### config.mk
export PLATFORM = sky130hd
export DESIGN_NAME = satp_queue
export DESIGN_NICKNAME = d
export VERILOG_FILES = /design/src/hw/rtl/satp_pkg.sv /design/src/hw/rtl/satp_queue.sv
export SDC_FILE = /design/constraint.sdc
export NUM_CORES = 1
export LEC_CHECK = 0
export ABC_CLOCK_PERIOD_IN_PS = 1500
export BUFFER_PORTS_ARGS = -buffer_cell sky130_fd_sc_hd__buf_2
export CAP_MARGIN = 0
export CORE_MARGIN = 1
export CORE_UTILIZATION = 48
export CTS_CLUSTER_SIZE = 28
export DETAILED_ROUTE_END_ITERATION = 12
export GPL_ROUTABILITY_DRIVEN = 0
export PLACE_DENSITY_LB_ADDON = 0.05
export SYNTH_ARGS = -nofsm -noshare
export SYNTH_HDL_FRONTEND = slang
export SYNTH_SLANG_ARGS = --single-unit
### constraint.sdc
create_clock -name clk_i -period 1.5 [get_ports clk_i]
set_input_delay 0.3 -clock clk_i [delete_from_list [all_inputs] [get_ports clk_i]]
set_output_delay 0.3 -clock clk_i [all_outputs]
set_load 0.005 [all_outputs]
### src/hw/rtl/satp_pkg.sv
// Shared types, constants and helpers for the summed-area-table power block.
package satp_pkg;

  localparam int DEF_MAX_WIDTH   = 1024;
  localparam int DEF_MAX_HEIGHT  = 1024;
  localparam int DEF_SAMPLE_BITS = 12;

  localparam int CFG_DIM_W  = 11;
  localparam int CFG_POW_W  = 3;
  localparam int CFG_DATA_W = 11;
  localparam int CFG_IDX_W  = 2;

  localparam logic [CFG_DIM_W-1:0] WIDTH_RST  = 11'd1024;
  localparam logic [CFG_DIM_W-1:0] HEIGHT_RST = 11'd1024;
  localparam logic [CFG_POW_W-1:0] POWER_RST  = 3'd1;

  localparam int SUM_W       = 64;
  localparam int MULT_CNT_W  = 2;
  localparam int QUEUE_DEPTH = 2;

  typedef enum logic [CFG_IDX_W-1:0] {
    CFG_WIDTH  = 2'd0,
    CFG_HEIGHT = 2'd1,
    CFG_POWER  = 2'd2
  } satp_cfg_idx_e;

  typedef enum logic [1:0] {
    ST_IDLE,
    ST_POW,
    ST_COL,
    ST_ROW
  } satp_state_e;

  // Classification of one sample, made by the front end
  typedef struct packed {
    logic                  row_first;
    logic                  col_first;
    logic                  frame_last;
    logic [MULT_CNT_W-1:0] mults;
  } satp_flags_t;

  function automatic logic [SUM_W-1:0] sat_add(input logic [SUM_W-1:0] a,
                                               input logic [SUM_W-1:0] b);
    logic [SUM_W:0] s;
    s = {1'b0, a} + {1'b0, b};
    return s[SUM_W] ? {SUM_W{1'b1}} : s[SUM_W-1:0];
  endfunction

endpackage

### src/hw/rtl/satp_queue.sv
// Short request queue between the front end and the back end.
module satp_queue import satp_pkg::*; #(
  parameter int DATA_W = 8,
  parameter int DEPTH  = QUEUE_DEPTH
) (
  input  logic              clk_i,
  input  logic              rst_ni,
  input  logic              push_valid_i,
  output logic              push_ready_o,
  input  logic [DATA_W-1:0] push_data_i,
  output logic              pop_valid_o,
  input  logic              pop_ready_i,
  output logic [DATA_W-1:0] pop_data_o
);

  localparam int PTR_W = (DEPTH > 1) ? $clog2(DEPTH) : 1;
  localparam int CNT_W = $clog2(DEPTH + 1);

  logic [DATA_W-1:0] entry_q [DEPTH];
  logic [PTR_W-1:0]  wr_ptr_q, rd_ptr_q;
  logic [CNT_W-1:0]  count_q;
  logic              push, pop;

  assign push_ready_o = count_q != CNT_W'(DEPTH);
  assign pop_valid_o  = count_q != '0;
  assign push         = push_valid_i && push_ready_o;
  assign pop          = pop_valid_o && pop_ready_i;
  assign pop_data_o   = entry_q[rd_ptr_q];

  always_ff @(posedge clk_i) begin
    if (push) begin
      entry_q[wr_ptr_q] <= push_data_i;
    end
  end

  always_ff @(posedge clk_i or negedge rst_ni) begin
    if (!rst_ni) begin
      wr_ptr_q <= '0;
      rd_ptr_q <= '0;
      count_q  <= '0;
    end else begin
      if (push) begin
        wr_ptr_q <= (wr_ptr_q == PTR_W'(DEPTH - 1)) ? '0 : wr_ptr_q + PTR_W'(1);
      end
      if (pop) begin
        rd_ptr_q <= (rd_ptr_q == PTR_W'(DEPTH - 1)) ? '0 : rd_ptr_q + PTR_W'(1);
      end
      if (push && !pop) begin
        count_q <= count_q + CNT_W'(1);
      end else if (pop && !push) begin
        count_q <= count_q - CNT_W'(1);
      end
    end
  end

endmodule

==> results of run 1 <==
[flip-flops by register name (all words and copies together), names as in the netlist]
signal and count:
count_q 2, entry_q 16, rd_ptr_q 1, wr_ptr_q 1
[routing by layer]
metal | global-route usage (%) | up-vias | routed length [um]
met5 | 0 | - | 0
met4 | 9.38 | 0 | 21
met3 | 4.31 | 4 | 51
met2 | 24.9 | 14 | 590
met1 | 16.5 | 224 | 506
li1 | - | 216 | -
[path summary, 6_finish.rpt]
path	end	slack, ns	cells after the start
max	pop_data_o[0]	-0.06	3
min	entry_q[1][3]	0.18	1
max reg2reg	count_q[1]	0.09	6
min reg2reg	wr_ptr_q	0.50	1
max in group asynchronous	rd_ptr_q	1.03	2
min in group asynchronous	count_q[0]	0.34	2
[critical path, cell delays in order (launching register included)]
cell	delay (ns)
dfrtp_2	0.40
buf_6	0.12
mux2_2	0.32
buf_2	0.12
[power groups by stage]
stage	Combinational (mW)	Sequential, mW	Clock [mW]
after floorplan	0.431	0.845	0
final	0.746	0.863	0.301
after global routing	0.814	0.880	0.338
after global placement	0.573	0.903	0
after CTS	0.719	0.863	0.312
after detailed placement	0.570	0.909	0
[cells in the final DEF, fill, tap and decap left out, types with 2 or more instances in the layout]
master     n
buf_2     21
edfxtp_1  16
mux2_2     8
buf_4      4
xnor2_1    3
clkbuf_4   3
dfrtp_1    3
nand2_4    2
nor2_1     2
xor2_1     2
buf_6      2
[area by class of cell]
type,instances,area [um^2],share of cell area [%]
clock buffer,4,36.3,3.57
inverter,1,3.75,0.369
multi-input combinational,21,208,20.4
sequential,20,582,57.2
tap,16,20.0,1.97
timing repair buffer,28,168,16.5
[kinds of logic (layout without fill, tap and decap cells)]
| logic type | count (synthesis) | in the layout | synth area share (%) |
|---|---|---|---|
| multiplexers | 8 | 8 | 11.4 |
| adder cells (fa/ha/maj) | 1 | 1 | 1.59 |
| buffers and inverters | 2 | 33 | 1.11 |
| XOR/XNOR | 5 | 5 | 5.57 |
| flip-flops | 20 | 20 | 73.8 |
| AND/OR/NAND/NOR | 7 | 7 | 6.52 |
[timing repair]
action | 4_1_cts | 5_1_grt
buffers inserted | 4 | 1
hold buffers | 1 | 0
setup endpoints to repair | 8 | 10
resized for setup | 5 | 3
hold endpoints to repair | 4 | 0
pin swaps | 0 | 1
[through the flow]
stage	area (um^2)	cells	setup TNS [ns]	util [%]	setup slack, ns
after floorplan	787	43	0	-	0.130
after global placement	915	80	0	60.0	0.0468
after detailed placement	915	80	0	60.0	0.0611
after CTS	1000	89	-0.522	65.6	-0.0717
after global routing	1020	90	-0.984	66.7	-0.138
final	1020	90	-0.453	66.7	-0.0640
==> flow_summary.json, run 1 <==
{
  "synthArstFlopShare_pct": 20.0,
  "grt-ovfl-total": 0,
  "synth_most_common_cell": "edfxtp_1",
  "syn_inst": 43,
  "p_leak_nw": 0.426,
  "path_clk_slew_ns": 0.11,
  "grt_max_degree": 12,
  "swShare_pct": 28.2,
  "cts_tree": "built",
  "ioPinCount": 22,
  "cts_root_buf": "clkbuf_4",
  "maxCapViolCount": 0,
  "start_util_pct": 51.6,
  "p_total_mw": 1.91,
  "drtIter0Drc": 10,
  "routed_wl_um": 1170,
  "finClkSkew_ns": 0.00618,
  "synthTopCellsByArea": "edfxtp_1 61%, dfrtp_1 13%, mux2_2 11%",
  "fin_crit_ns": 1.56,
  "grt_pass1_vias": 462,
  "worst_ep_required_time_ns": 1.20,
  "switchingPower_mw": 0.539,
  "dr.pass1.iters": 2,
  "cts_buffers": 3,
  "die_area_mm2": 0.00181,
  "setup_ws_ns": -0.0640,
  "cp-end-kind": "output pin",
  "violations": "negative setup slack",
  "worst_hold_slack_ns": 0.184,
  "cp.arrival_ns": 1.26,
  "clk_latency_ns": 0.29,
  "ys.flop_type": "edfxtp_1",
  "h-tree-depth": 1,
  "internal_power_mw": 1.37,
  "syn_area_um2": 787,
  "reg2reg_from": "count_q[0]",
  "finalSetupViolCount": 8,
  "area_growth_pct": 29.3,
  "critical_path_class": "register to output pin",
  "worst-slew-pin-transition_ns": 0.390,
  "period_share_pct": 104,
  "fin_nets": 88,
  "hold_violations": 0,
  "synth.largest_area_cell": "edfxtp_1",
  "yosys_warnings": 0,
  "p_per_area_mw_per_mm2": 1880,
  "grt_pass1_wl_um": 1860,
  "worstSetupStartpoint": "rd_ptr_q",
  "power_frac_seq_pct": 45.2,
  "yosysSeqAreaShare_pct": 73.8,
  "synth_edf_count": 16,
  "routed_via_density": 5.09,
  "cp-start-kind": "register",
  "wire_per_inst_um": 13.0,
  "ir_drop_mv": 0.932,
  "syn_nets": 56,
  "hpwlAfterDp_um": 798,
  "portBuffers": 21,
  "grt.total_usage_pct": 14.9,
  "vias": 458,
  "cp_max_fo": 4,
  "status": "complete, but fails checks",
  "yosys_register_bits": 20,
  "diodes": 0,
  "fp.dieH_um": 42.5,
  "report.final.slew_viol_count": 0,
  "drc": 0,
  "synth.avg_cell_area_um2": 18.3,
  "clk_path_buf_depth": 2,
  "hold_start": "push_data_i[3]",
  "fillers": 118,
  "slew_headroom_pct": 74.0,
  "synth_cell_types": 14,
  "cts_sinks": 20,
  "min_path_type": "input pin to register",
  "max_freq_mhz": 639,
  "fp-row-count": 14,
  "ant_nets": 0,
  "core-area_mm2": 0.00152,
  "die_x_um": 42.5,
  "synth_common_cells": "16 x edfxtp_1, 8 x mux2_2, 4 x dfrtp_1, 3 x xnor2_1",
  "p_comb_share_pct": 39.1,
  "grt_antenna_before_repair": 0,
  "rsz0062_at_grt": "true",
  "synth_top_cell_area_share_pct": 61.0,
  "power_frac_clock_pct": 15.8,
  "drive_gt1_share_pct": 60.8
}
Note: power is estimated with default switching activity, not from simulation.
==> inputs of run 2 (changes only) <==
BUFFER_PORTS_ARGS = not set   (was -buffer_cell sky130_fd_sc_hd__buf_2)
CORE_UTILIZATION = 55   (was 48)
DONT_BUFFER_PORTS = 1   (was not set)
==> run 2 against run 1 <==
  * The run now ends clean
  * Global-route usage grew 1.4 points
  * Via count shrank 22%
  * Worst setup slack gained 0.12 ns
  * Clock power shrank 20%
  * Utilization shrank 0.27 points
  * Maximum frequency grew 8.3%
  * Critical path depth grew 3
  * Combinational power shrank 28%
  * Sequential share of layout area grew 9.2 points
  * Sequential power grew 3.1%
  * Register-to-register slack lost 0.03 ns
  * Wire length shrank 4.1%
  * Critical endpoint is now count_q[1]
  * Largest cell class unchanged
==> flow_summary.json, run 2 (synthesis results as in run 1) <==
{
  "status": "finished, final reports clean",
  "clk_latency_ns": 0.29,
  "fin_crit_ns": 1.44,
  "start_util_pct": 59.7,
  "rr_worst_depth": 6,
  "cp-start-kind": "register",
  "portBuffers": 0,
  "clk_path_buf_depth": 2,
  "ir_drop_mv": 1.13,
  "crit_chain": "or2_4 > nand2_4 > ha_4 > xor2_1 > nor2_1 > xor2_1",
  "slew_headroom_pct": 75.5,
  "area_growth_pct": 11.3,
  "cts_tree": "built",
  "fin_nets": 64,
  "vias": 355,
  "fillers": 93,
  "critical_path_class": "register to register",
  "cp_common_cell": "xor2_1",
  "p_per_area_mw_per_mm2": 1900,
  "grt_pass1_vias": 367,
  "max_freq_mhz": 693,
  "finalSetupViolCount": 0,
  "grt_pass1_wl_um": 1590,
  "grt_max_degree": 12,
  "pre_cts_slack_ns": 0.0496,
  "core-area_mm2": 0.00132,
  "setup_ws_ns": 0.0563,
  "grt.total_usage_pct": 16.3,
  "fin_area_um2": 876,
  "period_share_pct": 96.2,
  "p_leak_nw": 0.320,
  "drive_gt1_share_pct": 42.0,
  "cp_max_fo": 3,
  "cts_root_buf": "clkbuf_4",
  "worst-slew-pin-transition_ns": 0.367,
  "r2r_slack_ns": 0.06,
  "hpwlAfterDp_um": 802,
  "h-tree-depth": 1,
  "fp-row-count": 13,
  "cp-end-kind": "register",
  "die_x_um": 39.8,
  "r2r-end": "count_q[1]",
  "cpPeakStageDelay_ns": 0.44,
  "whs_path_depth": 0,
  "min_path_type": "input pin to register",
  "grt_antenna_before_repair": 0,
  "ant_nets": 0,
  "maxCapViolCount": 0,
  "routed_via_density": 5.46,
  "dr.pass1.iters": 2,
  "p_comb_share_pct": 32.1,
  "routed_wl_um": 1120,
  "die_area_mm2": 0.00159,
  "ioPinCount": 22,
  "reg2reg_from": "count_q[1]",
  "diodes": 0,
  "reg_top3": "entry_q (16), count_q (2)",
  "cts_buffers": 3,
  "switchingPower_mw": 0.491,
  "layout_commonest_cell": "edfxtp_1",
  "hold_path_end": "entry_q[0][6]",
  "regMostFlops": "entry_q",
  "largest_register_ffs": 16,
  "finClkSkew_ns": 0.00728,
  "crit_slowest_cell": "dfrtp_1",
  "power_frac_clock_pct": 14.5,
  "power_frac_seq_pct": 53.4,
  "worst_ep_required_time_ns": 1.67,
  "final_cell_mix": "16 x edfxtp_1, 8 x mux2_2",
  "internal_power_mw": 1.18,
  "hold_start": "push_data_i[6]",
  "hold_violations": 0,
  "cp.arrival_ns": 1.62,
  "drc": 0,
  "grt-ovfl-total": 0,
  "swShare_pct": 29.5,
  "report.final.slew_viol_count": 0,
  "fp.dieH_um": 39.8,
  "wire_per_inst_um": 17.3,
  "p_total_mw": 1.67,
  "cts_sinks": 20,
  "dpl_cell_area_um2": 816,
  "drtIter0Drc": 4,
  "path_clk_slew_ns": 0.10
}
run 2: worst max-delay path: cells and delay by family (launching register included):
| kind | cells | cell delay [ns] |
|---|---|---|
| DFF | 1 | 0.44 |
| and+or+nand+nor | 3 | 0.45 |
| adders and majority gates | 1 | 0.14 |
| xor gates and xnor gates | 2 | 0.30 |
run 2: power groups by stage:
stage	clock, mW	sequential (mW)	combinational [mW]
2_1_floorplan	0	0.845	0.431
3_3_place_gp	0	0.895	0.450
3_5_place_dp	0	0.907	0.469
4_1_cts	0.246	0.899	0.479
5_1_grt	0.270	0.912	0.585
6_report	0.242	0.890	0.534
run 2: metal layers:
layer  up-vias  part of all wire [%]  GRT usage, %
met5         -                     0             0
met4         0                     0          5.17
met3         0                   8.8          6.82
met2        14                    53          27.0
met1       171                    38          19.0
li1        170                     -             -
run 2: stage by stage:
stage | hold WS [ns] | std cells | utilization [%] | TNS (ns)
6_report | 0.0969 | 65 | 66.5 | 0
5_1_grt | 0.0803 | 65 | 66.5 | -0.00697
4_1_cts | 0.0929 | 64 | 64.8 | 0
3_5_place_dp | 0.00450 | 59 | 61.9 | 0
3_3_place_gp | 0.00449 | 59 | 61.9 | 0
2_1_floorplan | 0.00441 | 43 | - | 0
run 2: area by class of cell:
cell class / instances / area (um^2) / area share (%)
multi-input cells: 21 / 213 / 24.3
inverters: 1 / 3.75 / 0.429
clock buffers: 3 / 22.5 / 2.57
flip-flops and latches: 20 / 582 / 66.4
clock inverters: 1 / 3.75 / 0.429
well taps: 15 / 18.8 / 2.14
repair buffers: 4 / 32.5 / 3.71
run 2: worst max-delay path by stage:
stage	startpoint	end	slack (ns)	cells past startpoint
after detailed placement	count_q[0]	count_q[1]	0.05	7
after CTS	count_q[0]	count_q[1]	0.01	7
after global routing	count_q[1]	count_q[1]	-0.007	6
final	count_q[1]	count_q[1]	0.06	6
after floorplan	count_q[0]	entry_q[0][0]	0.13	3
after global placement	count_q[0]	count_q[1]	0.12	6
run 2: repair_timing:
item                       in CTS  in global routing
resized for setup               1                  4
setup buffers                   0                  1
hold buffers                    1                  0
hold endpoints to repair        4                  0
setup endpoints to repair       8                  9
pin swaps                       0                  2
==> inputs of run 3 (changes only) <==
ABC_CLOCK_PERIOD_IN_PS = 1600   (was 1500)
clock period = 1.6 ns   (was 1.5 ns; I/O delays follow)
==> run 3 against run 2 <==
  * Hold slack gained 0.021 ns
  * Flip-flop and latch count is the same
  * Worst setup slack better by 0.059 ns
  * Sequential share of layout area grew 1.8 points
  * Cell area is 2.6% lower
  * Cell count down 1.5%
  * Maximum frequency down 2.7%
  * Utilization is 1.7 points lower
  * Wire length down 7.1%
  * Combinational power decreased by 18%
  * Critical endpoint unchanged
  * Largest power group unchanged
==> flow_summary.json, run 3 (synthesis results as in run 1) <==
{
  "cp_max_fo": 4,
  "fin_nets": 63,
  "cp-start-kind": "register",
  "reg_top3": "entry_q (16), count_q (2)",
  "core-area_mm2": 0.00132,
  "largest_register_ffs": 16,
  "grt_max_degree": 12,
  "cp.arrival_ns": 1.70,
  "ant_nets": 0,
  "internal_power_mw": 1.07,
  "ioPinCount": 22,
  "grt_pass1_vias": 367,
  "power_frac_clock_pct": 15.1,
  "routed_wl_um": 1040,
  "cts_buffers": 3,
  "cts_root_buf": "clkbuf_4",
  "fp.dieH_um": 39.8,
  "finalSetupViolCount": 0,
  "grt-ovfl-total": 0,
  "worst-slew-pin-transition_ns": 0.359,
  "slew_headroom_pct": 76.1,
  "p_total_mw": 1.51,
  "clk_path_buf_depth": 2,
  "p_comb_share_pct": 29.2,
  "p_leak_nw": 0.316,
  "grt.total_usage_pct": 16.3,
  "grt_antenna_before_repair": 0,
  "tns_ns": 0,
  "swShare_pct": 29.2,
  "max_freq_mhz": 674,
  "start_util_pct": 59.7,
  "regMostFlops": "entry_q",
  "layout_commonest_cell": "edfxtp_1",
  "finClkSkew_ns": 0.00558,
  "switchingPower_mw": 0.439,
  "final_cell_mix": "16 x edfxtp_1, 8 x mux2_2, 3 x xnor2_1, 3 x clkbuf_4, 3 x dfrtp_1",
  "report.final.slew_viol_count": 0,
  "cts_tree": "built",
  "worst_hold_slack_ns": 0.118,
  "maxCapViolCount": 0,
  "area_growth_pct": 8.43,
  "path_clk_slew_ns": 0.10,
  "status": "finished, final reports clean",
  "drive_gt1_share_pct": 34.7,
  "power_frac_seq_pct": 55.7,
  "critical_path_class": "register to register",
  "cp-end-kind": "register",
  "period_share_pct": 92.8,
  "wire_per_inst_um": 16.3,
  "die_area_mm2": 0.00159,
  "drc": 0,
  "p_per_area_mw_per_mm2": 1760,
  "routed_via_density": 5.50,
  "grt_pass1_wl_um": 1590,
  "worst_ep_required_time_ns": 1.81,
  "drtIter0Drc": 5,
  "hpwlAfterDp_um": 802,
  "pre_cts_slack_ns": 0.150,
  "h-tree-depth": 1,
  "fillers": 95,
  "clk_latency_ns": 0.29,
  "ir_drop_mv": 1.03,
  "hold_violations": 0,
  "die_x_um": 39.8,
  "cts_setup_buffers": 0,
  "rsz0062_at_grt": "false",
  "vias": 352,
  "dr.pass1.iters": 2,
  "setup_ws_ns": 0.116,
  "portBuffers": 0,
  "diodes": 0,
  "min_path_type": "input pin to register",
  "fp-row-count": 13,
  "cts_sinks": 20,
  "fin_crit_ns": 1.48
}
## run 3: cell types whose count changed in the layout (fill, tap and decap cells not counted)
cell     delta
nand2_1     +1
nand2_2     -1
ha_4        -1
inv_2       -1
ha_1        +1
buf_4       -1
inv_1       +1
## run 3: what timing repair did
| action | in CTS | in global routing |
|---|---|---|
| setup endpoints to repair | 0 | 8 |
| hold buffers | 1 | 0 |
| resized for setup | 0 | 1 |
| hold endpoints to repair | 4 | 0 |
## run 3: routing by layer
layer / track usage, % / share of wire, % / wire length, um
met1: 19.0 / 38 / 395
met2: 27.0 / 52 / 546
met3: 6.82 / 9.6 / 100
met4: 5.17 / 0 / 0
met5: 0 / 0 / 0
## run 3: critical path, cell delays in order, from the launching register on
cell and delay (ns):
dfrtp_1 0.43, nand2b_4 0.17, nand2_1 0.12, inv_1 0.06
ha_1 0.21, xor2_1 0.15, nor2_1 0.11, xor2_1 0.16
## run 3: cell type report
cell class                      instances  area, um^2  area share, %
Inverter                                1        3.75          0.440
Sequential cell                        20         582           68.2
Clock buffer                            3        22.5           2.64
Tap cell                               15        18.8           2.20
Clock inverter                          1        3.75          0.440
Timing Repair Buffer                    3        25.0           2.93
Multi-Input combinational cell         21         198           23.2
## run 3: power groups by stage
stage / combinational [mW] / sequential, mW / clock (mW)
after CTS: 0.450 / 0.840 / 0.231
after global placement: 0.422 / 0.839 / 0
after detailed placement: 0.440 / 0.851 / 0
final: 0.440 / 0.838 / 0.227
after global routing: 0.485 / 0.858 / 0.253
after floorplan: 0.404 / 0.792 / 0
## run 3: path summary, 6_finish.rpt
kind / start / end / slack (ns) / cells past startpoint
worst min register to register: wr_ptr_q / wr_ptr_q / 0.51 / 1
min in group asynchronous: rst_ni / wr_ptr_q / 0.29 / 1
worst max-delay path: count_q[0] / count_q[1] / 0.12 / 7
worst min-delay path: push_data_i[6] / entry_q[0][6] / 0.12 / 0
max in group asynchronous: rst_ni / rd_ptr_q / 1.11 / 1
worst max register to register: count_q[0] / count_q[1] / 0.12 / 7
## run 3: stage by stage
step	cell area (um^2)	instances	utilization (%)
2_1_floorplan	787	43	-
3_3_place_gp	816	59	61.9
3_5_place_dp	816	59	61.9
4_1_cts	852	64	64.7
5_1_grt	853	64	64.8
6_report	853	64	64.8
