$ cat config.mk
export PLATFORM = sky130hd
export DESIGN_NAME = satp_front
export DESIGN_NICKNAME = d
export VERILOG_FILES = /design/src/hw/rtl/satp_pkg.sv /design/src/hw/rtl/satp_front.sv
export SDC_FILE = /design/constraint.sdc
export NUM_CORES = 1
export LEC_CHECK = 0
export ABC_AREA = 1
export BUFFER_PORTS_ARGS = -buffer_cell sky130_fd_sc_hd__buf_2
export CORE_MARGIN = 2
export CORE_UTILIZATION = 35
export DETAILED_ROUTE_END_ITERATION = 8
export GPL_ROUTABILITY_DRIVEN = 0
export GPL_TIMING_DRIVEN = 0
export PLACE_DENSITY = 0.65
export SLEW_MARGIN = 20
export SYNTH_ARGS = -nofsm -noshare
export SYNTH_HDL_FRONTEND = slang
export SYNTH_SLANG_ARGS = --single-unit
$ cat constraint.sdc
create_clock -name clk_i -period 2.67 [get_ports clk_i]
set_input_delay 0.1335 -clock clk_i [delete_from_list [all_inputs] [get_ports clk_i]]
set_output_delay 0.1335 -clock clk_i [all_outputs]
set_load 0.01 [all_outputs]
$ cat src/hw/rtl/satp_pkg.sv
// Shared types, constants and helpers for the summed-area-table power block.
package satp_pkg;

  localparam int DEF_MAX_WIDTH   = 1024;
  localparam int DEF_MAX_HEIGHT  = 1024;
  localparam int DEF_SAMPLE_BITS = 12;

  localparam int CFG_DIM_W  = 11;
  localparam int CFG_POW_W  = 3;
  localparam int CFG_DATA_W = 11;
  localparam int CFG_IDX_W  = 2;

  localparam logic [CFG_DIM_W-1:0] WIDTH_RST  = 11'd1024;
  localparam logic [CFG_DIM_W-1:0] HEIGHT_RST = 11'd1024;
  localparam logic [CFG_POW_W-1:0] POWER_RST  = 3'd1;

  localparam int SUM_W       = 64;
  localparam int MULT_CNT_W  = 2;
  localparam int QUEUE_DEPTH = 2;

  typedef enum logic [CFG_IDX_W-1:0] {
    CFG_WIDTH  = 2'd0,
    CFG_HEIGHT = 2'd1,
    CFG_POWER  = 2'd2
  } satp_cfg_idx_e;

  typedef enum logic [1:0] {
    ST_IDLE,
    ST_POW,
    ST_COL,
    ST_ROW
  } satp_state_e;

  // Classification of one sample, made by the front end
  typedef struct packed {
    logic                  row_first;
    logic                  col_first;
    logic                  frame_last;
    logic [MULT_CNT_W-1:0] mults;
  } satp_flags_t;

  function automatic logic [SUM_W-1:0] sat_add(input logic [SUM_W-1:0] a,
                                               input logic [SUM_W-1:0] b);
    logic [SUM_W:0] s;
    s = {1'b0, a} + {1'b0, b};
    return s[SUM_W] ? {SUM_W{1'b1}} : s[SUM_W-1:0];
  endfunction

endpackage

$ cat src/hw/rtl/satp_front.sv
// Front end: configuration registers, raster position tracking and sample classification.
module satp_front import satp_pkg::*; #(
  parameter int MAX_WIDTH   = DEF_MAX_WIDTH,
  parameter int MAX_HEIGHT  = DEF_MAX_HEIGHT,
  parameter int SAMPLE_BITS = DEF_SAMPLE_BITS,
  localparam int COL_W = $clog2(MAX_WIDTH)
) (
  input  logic                   clk_i,
  input  logic                   rst_ni,
  input  logic                   cfg_valid_i,
  input  logic [CFG_IDX_W-1:0]   cfg_index_i,
  input  logic [CFG_DATA_W-1:0]  cfg_data_i,
  input  logic                   in_valid_i,
  output logic                   in_ready_o,
  input  logic [SAMPLE_BITS-1:0] sample_i,
  output logic                   push_valid_o,
  input  logic                   push_ready_i,
  output logic [SAMPLE_BITS-1:0] push_sample_o,
  output logic [COL_W-1:0]       push_col_o,
  output satp_flags_t            push_flags_o
);

  localparam int ROW_W = $clog2(MAX_HEIGHT);
  localparam int WCMP  = (CFG_DIM_W > COL_W + 1) ? CFG_DIM_W : COL_W + 1;
  localparam int HCMP  = (CFG_DIM_W > ROW_W + 1) ? CFG_DIM_W : ROW_W + 1;

  logic [CFG_DIM_W-1:0] width_q, height_q;
  logic [CFG_POW_W-1:0] power_q;
  logic [COL_W-1:0]     col_q;
  logic [ROW_W-1:0]     row_q;

  logic [WCMP-1:0] width_eff, col_next;
  logic [HCMP-1:0] height_eff, row_next;
  logic            row_end, frame_end, take;
  logic [MULT_CNT_W-1:0] mults;

  assign take = in_valid_i && push_ready_i;

  always_comb begin
    if (width_q == '0) begin
      width_eff = WCMP'(1);
    end else if (WCMP'(width_q) > WCMP'(MAX_WIDTH)) begin
      width_eff = WCMP'(MAX_WIDTH);
    end else begin
      width_eff = WCMP'(width_q);
    end
    if (height_q == '0) begin
      height_eff = HCMP'(1);
    end else if (HCMP'(height_q) > HCMP'(MAX_HEIGHT)) begin
      height_eff = HCMP'(MAX_HEIGHT);
    end else begin
      height_eff = HCMP'(height_q);
    end
  end

  always_comb begin
    unique case (power_q)
      3'd0, 3'd1: mults = 2'd0;
      3'd2:       mults = 2'd1;
      3'd3:       mults = 2'd2;
      default:    mults = 2'd3;
    endcase
  end

  assign col_next  = WCMP'(col_q) + WCMP'(1);
  assign row_next  = HCMP'(row_q) + HCMP'(1);
  assign row_end   = col_next >= width_eff;
  assign frame_end = row_end && (row_next >= height_eff);

  assign in_ready_o    = push_ready_i;
  assign push_valid_o  = in_valid_i;
  assign push_sample_o = sample_i;
  assign push_col_o    = col_q;
  assign push_flags_o  = '{row_first:  (row_q == '0),
                           col_first:  (col_q == '0),
                           frame_last: frame_end,
                           mults:      mults};

  always_ff @(posedge clk_i or negedge rst_ni) begin
    if (!rst_ni) begin
      width_q  <= WIDTH_RST;
      height_q <= HEIGHT_RST;
      power_q  <= POWER_RST;
    end else if (cfg_valid_i) begin
      unique case (cfg_index_i)
        CFG_WIDTH:  width_q  <= cfg_data_i[CFG_DIM_W-1:0];
        CFG_HEIGHT: height_q <= cfg_data_i[CFG_DIM_W-1:0];
        CFG_POWER:  power_q  <= cfg_data_i[CFG_POW_W-1:0];
        default: ;
      endcase
    end
  end

  // Advance the raster position, wrap at row and frame ends
  always_ff @(posedge clk_i or negedge rst_ni) begin
    if (!rst_ni) begin
      col_q <= '0;
      row_q <= '0;
    end else if (take) begin
      if (row_end) begin
        col_q <= '0;
        row_q <= frame_end ? '0 : row_q + ROW_W'(1);
      end else begin
        col_q <= col_q + COL_W'(1);
      end
    end
  end

endmodule

==> results of run 1 <==
==> area by class of cell <==
| class | instances | area share |
|---|---|---|
| multi-input cells | 306 | 0.4436 |
| plain buffers | 21 | 0.03676 |
| inverters | 73 | 0.06771 |
| flip-flops and latches | 45 | 0.2770 |
| well taps | 108 | 0.03309 |
| repair buffers | 76 | 0.1180 |
| clock inverters | 3 | 0.007047 |
| clock buffers | 5 | 0.01685 |
==> placed cells by master, fill, tap and decap left out, drive strengths merged, types with 8 or more instances in the layout <==
| cell | instances |
|---|---|
| nand2 | 146 |
| buf | 92 |
| inv | 76 |
| dfrtp | 42 |
| o21ai | 36 |
| nor2 | 34 |
| nand3 | 26 |
| ha | 26 |
| xor2 | 9 |
| clkbuf | 9 |
| nand4 | 8 |
==> power by group <==
part	internal, mW	switching [mW]	total [mW]
clock network	0.198	0.284	0.482
logic	0.717	0.916	1.63
registers	0.819	0.123	0.942
==> worst min-delay path: cells and delay by family <==
family / cells / cell delay (ps)
AO/OA/AOI/OAI: 1 / 90
buffers and inverters: 2 / 170
==> per-stage QoR <==
stage | instances | TNS, ps | setup WS (ps) | power (mW) | utilization
floorplan | 444 | 0 | 409.5 | 1.816 | -
global placement | 598 | 0 | 25.59 | 2.116 | 0.4052
detailed placement | 598 | 0 | 30.07 | 2.155 | 0.4052
CTS | 627 | -47.52 | -40.59 | 2.804 | 0.4393
global route | 637 | -2540 | -287.5 | 3.302 | 0.4660
finish | 637 | -99.53 | -99.53 | 3.056 | 0.4660
==> layer usage <==
layer  vias up  track usage  wire (um)  part of all wire
met3         9      0.01897        285             0.037
met5         -            0          0                 0
met4         0      0.03793        100             0.013
li1       1543            -          -                 -
met1      1383       0.1845       3532              0.45
met2        58       0.2521       3867              0.50
==> path summary, 6_finish.rpt <==
path	endpoint	slack, ps	cells past startpoint
max	push_flags_o[2]	-100	15
min	height_q[10]	80	3
max reg2reg	row_q[1]	30	16
min reg2reg	power_q[0]	510	2
max in group asynchronous	row_q[0]	1870	2
min in group asynchronous	push_col_o[2]	350	2
==> registers in the layout, indices dropped and copies added, names as in the netlist <==
signal,flops
height_q,11
push_col_o,10
width_q,11
row_q,10
power_q,3
==> kinds of logic (layout without fill, tap and decap cells) <==
group | Yosys count | after routing | share of synthesized area
adder cells (fa/ha/maj) | 26 | 26 | 0.1021
buffers and inverters | 95 | 178 | 0.1343
AND/OR/NAND/NOR | 225 | 227 | 0.3060
AO/OA/AOI/OAI | 44 | 44 | 0.07816
flip-flops | 45 | 45 | 0.3547
XOR/XNOR | 9 | 9 | 0.02475
==> what timing repair did <==
item                                    in CTS  in global routing
resized for setup                           14                 33
cloned                                       1                  2
pin swaps                                   21                 31
buffers inserted                            22                 12
hold buffers                                 0                  1
endpoints found under the setup margin       1                 21
hold endpoints to repair                     0                 42
==> reports/qor.csv, run 1 <==
metric,value,unit
status,"complete, but fails checks",
failing checks,setup timing,
sequential area share after synthesis,0.3547,
Synth Instances,444,
CP peak stage delay,390,ps
Slew Limit Fails,0,
CTS H-tree lvls,2,
Hold Crit Start,cfg_data_i[10],
syn avg cell area,7.175,sq um
Area Overhead vs Synth,28.20,%
"Hold Vio Cnt, Final",0,
synth warn,0,
Longest Clk Path Bufs,2,
Placement Rows,34,
Clock transition at path regs,100,ps
Hold WS,75.42,ps
post-DR vias/cell,4.699,
fill count,881,
Synth Cell Area,0.003186,sq mm
Synth Register Bits,45,
core box area,0.008763,sq mm
cell taking the most area after synthesis,dfrtp_1,
# IOs,59,
GRT Residual Overflow,0,
main area contributors after synthesis,"dfrtp_1 (33%), nand2_1 (17%), ha_1 (10%), inv_1 (8.4%), o21ai_0 (4.6%)",
"top cells by count, synth","nand2_1 (141), inv_1 (71), dfrtp_1 (42)",
critical path buffer and inverter count,2,
maxcap violations,0,
initial DRC count,120,
CTS sink cnt,45,
RSZ-0062 raised after global routing,yes,
CP required,2540,ps
Leakage,2.250,nW
top-count cell post-synth,nand2_1,
first-pass GRT wire length,11590,um
TritonRoute pass-1 iters,5,
GRT Total Usage,0.1430,
drc violations,0,
# setup viols final,1,
Worst VDD drop,0.3245,mV
CP max-delay cell,dfrtp_1,
initial core utilization,0.3635,
ANT cells,0,
Hold Path Class,in -> reg,
Slew HR,0.6046,
multi-input logic area,0.001812,sq mm
"Top FF cell, synth",dfrtp_1,
wire per inst,12.22,um
"most used cell, CP",nand2_2,
Detail Route Antenna Nets,0,
RR Startpoint,width_q[0],
Die H,99.40,um
Final Cycle Share,1.037,
Max Clock Skew,11.36,ps
total number of vias,2993,
Detail Placement HPWL,5310,um
crit path max fanout,5,
Netlist cell types,30,
ys async rst share,1.000,
Post-synth EDFFs,0,
Clock Tree Root,clkbuf_8,
Final Net Count,584,
share of the synthesized area in the top cell type,0.3299,
CTS buffer count,5,
pin count of the biggest net entering global routing,46,
number of port buffers,46,
die area,0.009880,sq mm
final period demand of the worst path,2770,ps
CTS tree,yes,
CP Launch Type,register,
crit path DAT,2640,ps
critical-path cell list,or2_1 > nor3_2 > nand4_1 > nand2_2 > nand2_2 > ha_4 > nand2_4 > nor2_4 > nand3_1 > nand2_1 > nor2_1 > nand2_1 > nand2_2 > inv_2 > buf_6,
clk_lat worst skew,310,ps
Worst Setup SP,width_q[0],
Die Width,99.40,um
P per Cell Area,748.3,mW/mm^2
WL final,7785,um
initial antenna violation count,0,
final instance area,0.004084,sq mm
Area after DPL,0.003551,sq mm
Worst Tran Pin Value,593.1,ps
vias in the first global route,2636,
critical path capture point type,output port,
Final WS setup,-99.53,ps
cell family with most CP delay,simple AND/OR/NAND/NOR gates,
Peak Freq,361.1,MHz
CP Class,reg -> out,
layout cells sized above 1,0.2968,
FF/Latch Area,0.001131,sq mm
syn nets,500,
(Power assumes the default switching activity.)
==> inputs of run 2 (changes only) <==
--- a/config.mk
+++ b/config.mk
@@ -12,7 +12,6 @@
 export DETAILED_ROUTE_END_ITERATION = 8
 export GPL_ROUTABILITY_DRIVEN = 0
 export GPL_TIMING_DRIVEN = 0
-export PLACE_DENSITY = 0.65
 export SLEW_MARGIN = 20
 export SYNTH_ARGS = -nofsm -noshare
 export SYNTH_HDL_FRONTEND = slang
==> reports/qor.csv, run 2 (synthesis gave the netlist of run 1 again) <==
metric,value,unit
Leakage,2.227,nW
vias in the first global route,2665,
P per Cell Area,739.5,mW/mm^2
CTS H-tree lvls,2,
final instance area,0.004065,sq mm
ANT cells,0,
Max Clock Skew,10.69,ps
core box area,0.008763,sq mm
Area after DPL,0.003551,sq mm
Slew Limit Fails,0,
first-pass GRT wire length,12110,um
Detail Placement HPWL,5331,um
Area Overhead vs Synth,27.61,%
"most common cell after layout, fill and taps aside",nand2_1,
DP Cell Count,598,
crit path max fanout,8,
post-DR vias/cell,4.666,
# setup viols final,1,
Final Cycle Share,1.019,
Longest Clk Path Bufs,2,
CTS buffer count,5,
final period demand of the worst path,2721,ps
wire per inst,12.12,um
layout cells sized above 1,0.2947,
status,"complete, but fails checks",
Clock transition at path regs,110,ps
GRT Total Usage,0.1498,
GRT Residual Overflow,0,
CTS sink cnt,45,
initial DRC count,105,
multi-input logic area,0.001810,sq mm
Placement Rows,34,
initial antenna violation count,0,
TritonRoute pass-1 iters,5,
clk_lat worst skew,310,ps
Hold Path Class,in -> reg,
Worst Tran Pin Value,586.7,ps
total number of vias,2958,
CP Class,reg -> out,
biggest regs,"height_q x11, width_q x11",
crit path DAT,2590,ps
number of port buffers,46,
maxcap violations,0,
fill count,896,
Detail Route Antenna Nets,0,
Worst VDD drop,0.3311,mV
Clock Tree Root,clkbuf_8,
Slew HR,0.6089,
CP required,2540,ps
die area,0.009880,sq mm
CP Launch Type,register,
Die Width,99.40,um
drc violations,0,
Final Net Count,581,
critical path capture point type,output port,
# IOs,59,
WL final,7687,um
Final WS setup,-51.21,ps
pin count of the biggest net entering global routing,46,
FF/Latch Area,0.001132,sq mm
initial core utilization,0.3635,
Die H,99.40,um
failing checks,setup timing,
Peak Freq,367.5,MHz
Final Non-Filler Cells,634,
CTS tree,yes,
RSZ-0062 raised after global routing,yes,
"commonest cells after routing, fill and taps aside","nand2_1 (133), inv_1 (68), buf_2 (44)",
"Hold Vio Cnt, Final",0,
[run 2: cell types whose count changed in the layout (fill, tap and decap cells not counted), sizes merged]
cell,change
buf,-2
nand2,-1
[run 2: per-layer routing]
layer	vias up	routed length [um]	GRT usage	share of wire
met5	-	0	0	0
met4	0	102	0.04426	0.013
met3	8	288	0.02460	0.037
met2	59	3741	0.2474	0.49
met1	1357	3555	0.2026	0.46
li1	1534	-	-	-
[run 2: power breakdown]
| part | total [mW] | leakage (nW) | internal, mW | switching (mW) |
|---|---|---|---|---|
| Combinational | 1.56 | 1.60 | 0.697 | 0.866 |
| Sequential | 0.955 | 0.574 | 0.820 | 0.135 |
| Clock | 0.488 | 0.0511 | 0.198 | 0.289 |
[run 2: final cells by class]
type	count	share of cell area
inverter	73	0.06802
timing repair buffer	74	0.1139
tap	108	0.03324
sequential	45	0.2785
clock buffer	5	0.01693
buffer	21	0.03693
multi-input combinational	305	0.4454
clock inverter	3	0.007079
[run 2: worst paths after layout]
path	from	to	slack [ps]	depth (start not counted)
worst max-delay path	height_q[0]	push_flags_o[2]	-50	16
worst max register to register	width_q[2]	row_q[0]	70	17
worst min register to register	power_q[0]	power_q[0]	510	2
max in group asynchronous	rst_ni	row_q[0]	1880	2
min in group asynchronous	rst_ni	width_q[5]	370	2
worst min-delay path	cfg_data_i[10]	height_q[10]	60	3
[run 2: worst max-delay path, stage by stage (launching register included)]
cell,delay [ps]
dfrtp_1,410
or2_1,250
nor3_2,150
nand4_1,140
nand2_4,140
nand2_2,80
ha_4,270
nand2_1,60
inv_2,60
nand3_1,70
nor3_1,170
nand2_1,80
nand2_2,80
buf_6,110
nand2_2,50
inv_2,50
buf_6,90
[run 2: per-stage QoR]
stage | power, mW | setup TNS (ps) | hold WS (ps) | utilization | setup WS (ps)
after floorplan | 1.816 | 0 | -162.1 | - | 409.5
after global placement | 2.119 | 0 | 374.7 | 0.4052 | 52.84
after detailed placement | 2.155 | 0 | 378.7 | 0.4052 | 30.70
after CTS | 2.815 | -70.79 | 36.82 | 0.4380 | -70.79
after global routing | 3.267 | -2128 | 83.55 | 0.4639 | -214.4
final | 3.006 | -51.21 | 63.87 | 0.4639 | -51.21
[run 2: repair_timing]
item,CTS,global route
setup endpoints to repair,1,21
pin swaps,20,30
hold buffers,0,1
resized for setup,13,34
hold endpoints to repair,0,42
cloned,0,2
buffers inserted,21,7
==> inputs of run 3 (changes only) <==
--- a/config.mk
+++ b/config.mk
@@ -9,9 +9,9 @@
 export BUFFER_PORTS_ARGS = -buffer_cell sky130_fd_sc_hd__buf_2
 export CORE_MARGIN = 2
 export CORE_UTILIZATION = 35
+export CTS_BUF_LIST = sky130_fd_sc_hd__clkbuf_16
 export DETAILED_ROUTE_END_ITERATION = 8
 export GPL_ROUTABILITY_DRIVEN = 0
-export GPL_TIMING_DRIVEN = 0
 export SLEW_MARGIN = 20
 export SYNTH_ARGS = -nofsm -noshare
 export SYNTH_HDL_FRONTEND = slang
==> reports/qor.csv, run 3 (synthesis gave the netlist of run 1 again) <==
metric,value,unit
Peak Freq,367.4,MHz
maxcap violations,0,
number of port buffers,34,
Clk pwr share,0.240,
clk_lat worst skew,290,ps
M1 WL,3388,um
multi-input logic area,0.001739,sq mm
switching pwr,1.188,mW
CP Class,reg -> out,
CP required,2540,ps
post-DR vias/cell,4.627,
initial core utilization,0.3635,
Gate power share,0.449,
initial DRC count,155,
vias in the first global route,2555,
dpl ws,170.8,ps
Hold Path Class,in -> reg,
Clock Tree Root,clkbuf_16,
drc violations,0,
Leakage,2.111,nW
routed wl met3,165,um
CTS sink cnt,45,
crit path DAT,2590,ps
Area after DPL,0.003362,sq mm
CTS buffer count,5,
RSZ-0062 raised after global routing,yes,
layout cells sized above 1,0.2136,
Area Overhead vs Synth,19.36,%
# setup viols final,1,
GRT Total Usage,0.1397,
Final Net Count,542,
"Hold Vio Cnt, Final",0,
critical path capture point type,output port,
Placement Rows,34,
Die Width,99.40,um
total number of vias,2753,
Longest Clk Path Bufs,2,
critical path buffer and inverter count,3,
WL final,7020,um
final period demand of the worst path,2722,ps
ANT cells,0,
Final WS setup,-52.01,ps
TritonRoute pass-1 iters,4,
crit path max fanout,8,
biggest regs,"height_q x11, width_q x11",
Slew HR,0.5474,
Final Non-Filler Cells,595,
core box area,0.008763,sq mm
Die H,99.40,um
Final Cycle Share,1.019,
final instance area,0.003802,sq mm
CTS tree,yes,
failing checks,setup timing,
Max Used Layer,met4,
Detail Placement HPWL,5002,um
internal power,1.840,mW
Layout Utilization,0.4339,
Hold WS,109.2,ps
status,"complete, but fails checks",
DP Cell Count,567,
CTS H-tree lvls,2,
Slew Limit Fails,0,
cell family with most CP delay,simple AND/OR/NAND/NOR gates,
"most used cell, CP",nand2_1,
die area,0.009880,sq mm
GRT Residual Overflow,0,
Sw Share,0.3924,
wire per inst,11.80,um
pin count of the biggest net entering global routing,46,
Clock transition at path regs,70,ps
Worst VDD drop,0.3324,mV
critical-path cell list,nor2_1 > nand2_1 > nor3_2 > nand4_1 > nand2_4 > nand2_1 > ha_4 > nand2_1 > inv_1 > nand3_1 > nor3_2 > nand2_2 > nand2_4 > nand2_1 > inv_1 > buf_2,
Max Clock Skew,11.39,ps
FF/Latch Area,0.001131,sq mm
"most common cell after layout, fill and taps aside",nand2_1,
CP Launch Type,register,
Flop pwr share,0.311,
fill count,901,
initial antenna violation count,0,
met2 routed WL,3397,um
total power,3.029,mW
Detail Route Antenna Nets,0,
first-pass GRT wire length,11500,um
Worst Tran Pin Value,677.0,ps
Final TNS setup,-52.01,ps
CP max-delay cell,dfrtp_1,
"commonest cells after routing, fill and taps aside","nand2_1 (139), inv_1 (71), dfrtp_1 (41)",
# IOs,59,
CP peak stage delay,410,ps
P per Cell Area,796.6,mW/mm^2
[run 3: path summary, 6_finish.rpt]
check,from,to,slack (ps),cells past startpoint
setup / recovery,height_q[4],push_flags_o[2],-50,16
hold / removal,cfg_data_i[10],height_q[10],110,3
setup reg to reg,height_q[4],row_q[3],110,18
hold reg to reg,power_q[2],power_q[2],500,2
max in group asynchronous,rst_ni,row_q[0],1850,2
min in group asynchronous,rst_ni,push_col_o[2],390,2
[run 3: cell type report]
| type | instances | share of cell area |
|---|---|---|
| tap | 108 | 0.03554 |
| clock buffer | 5 | 0.03291 |
| inverter | 73 | 0.07272 |
| clock inverter | 3 | 0.01152 |
| sequential | 45 | 0.2975 |
| multi-input combinational | 305 | 0.4574 |
| timing repair buffer | 56 | 0.09246 |
[run 3: power by group through the flow]
stage | Combinational, mW | Clock (mW) | Sequential [mW]
finish | 1.36 | 0.728 | 0.942
global route | 1.54 | 0.771 | 0.966
CTS | 1.22 | 0.738 | 0.949
detailed placement | 1.15 | 0 | 0.966
global placement | 1.12 | 0 | 0.964
floorplan | 0.855 | 0 | 0.961
[run 3: metal layers]
layer,vias up,global-route usage
met5,-,0
li1,1455,-
met4,0,0.03688
met2,33,0.2328
met3,8,0.02038
met1,1257,0.1904
[run 3: worst reg2reg max path: cells and delay by family, from the launching register on]
kind / cells / cell delay (ps)
AND/OR/NAND/NOR: 14 / 1420
flip-flops: 1 / 410
buffers and inverters: 3 / 320
adder cells (fa/ha/maj): 1 / 280
[run 3: timing repair]
item,4_1_cts,5_1_grt
hold buffers,0,1
pin swaps,9,12
gates cloned,1,0
buffers inserted,7,11
endpoints found under the hold margin,0,42
gates resized for setup,5,18
endpoints found under the setup margin,1,21
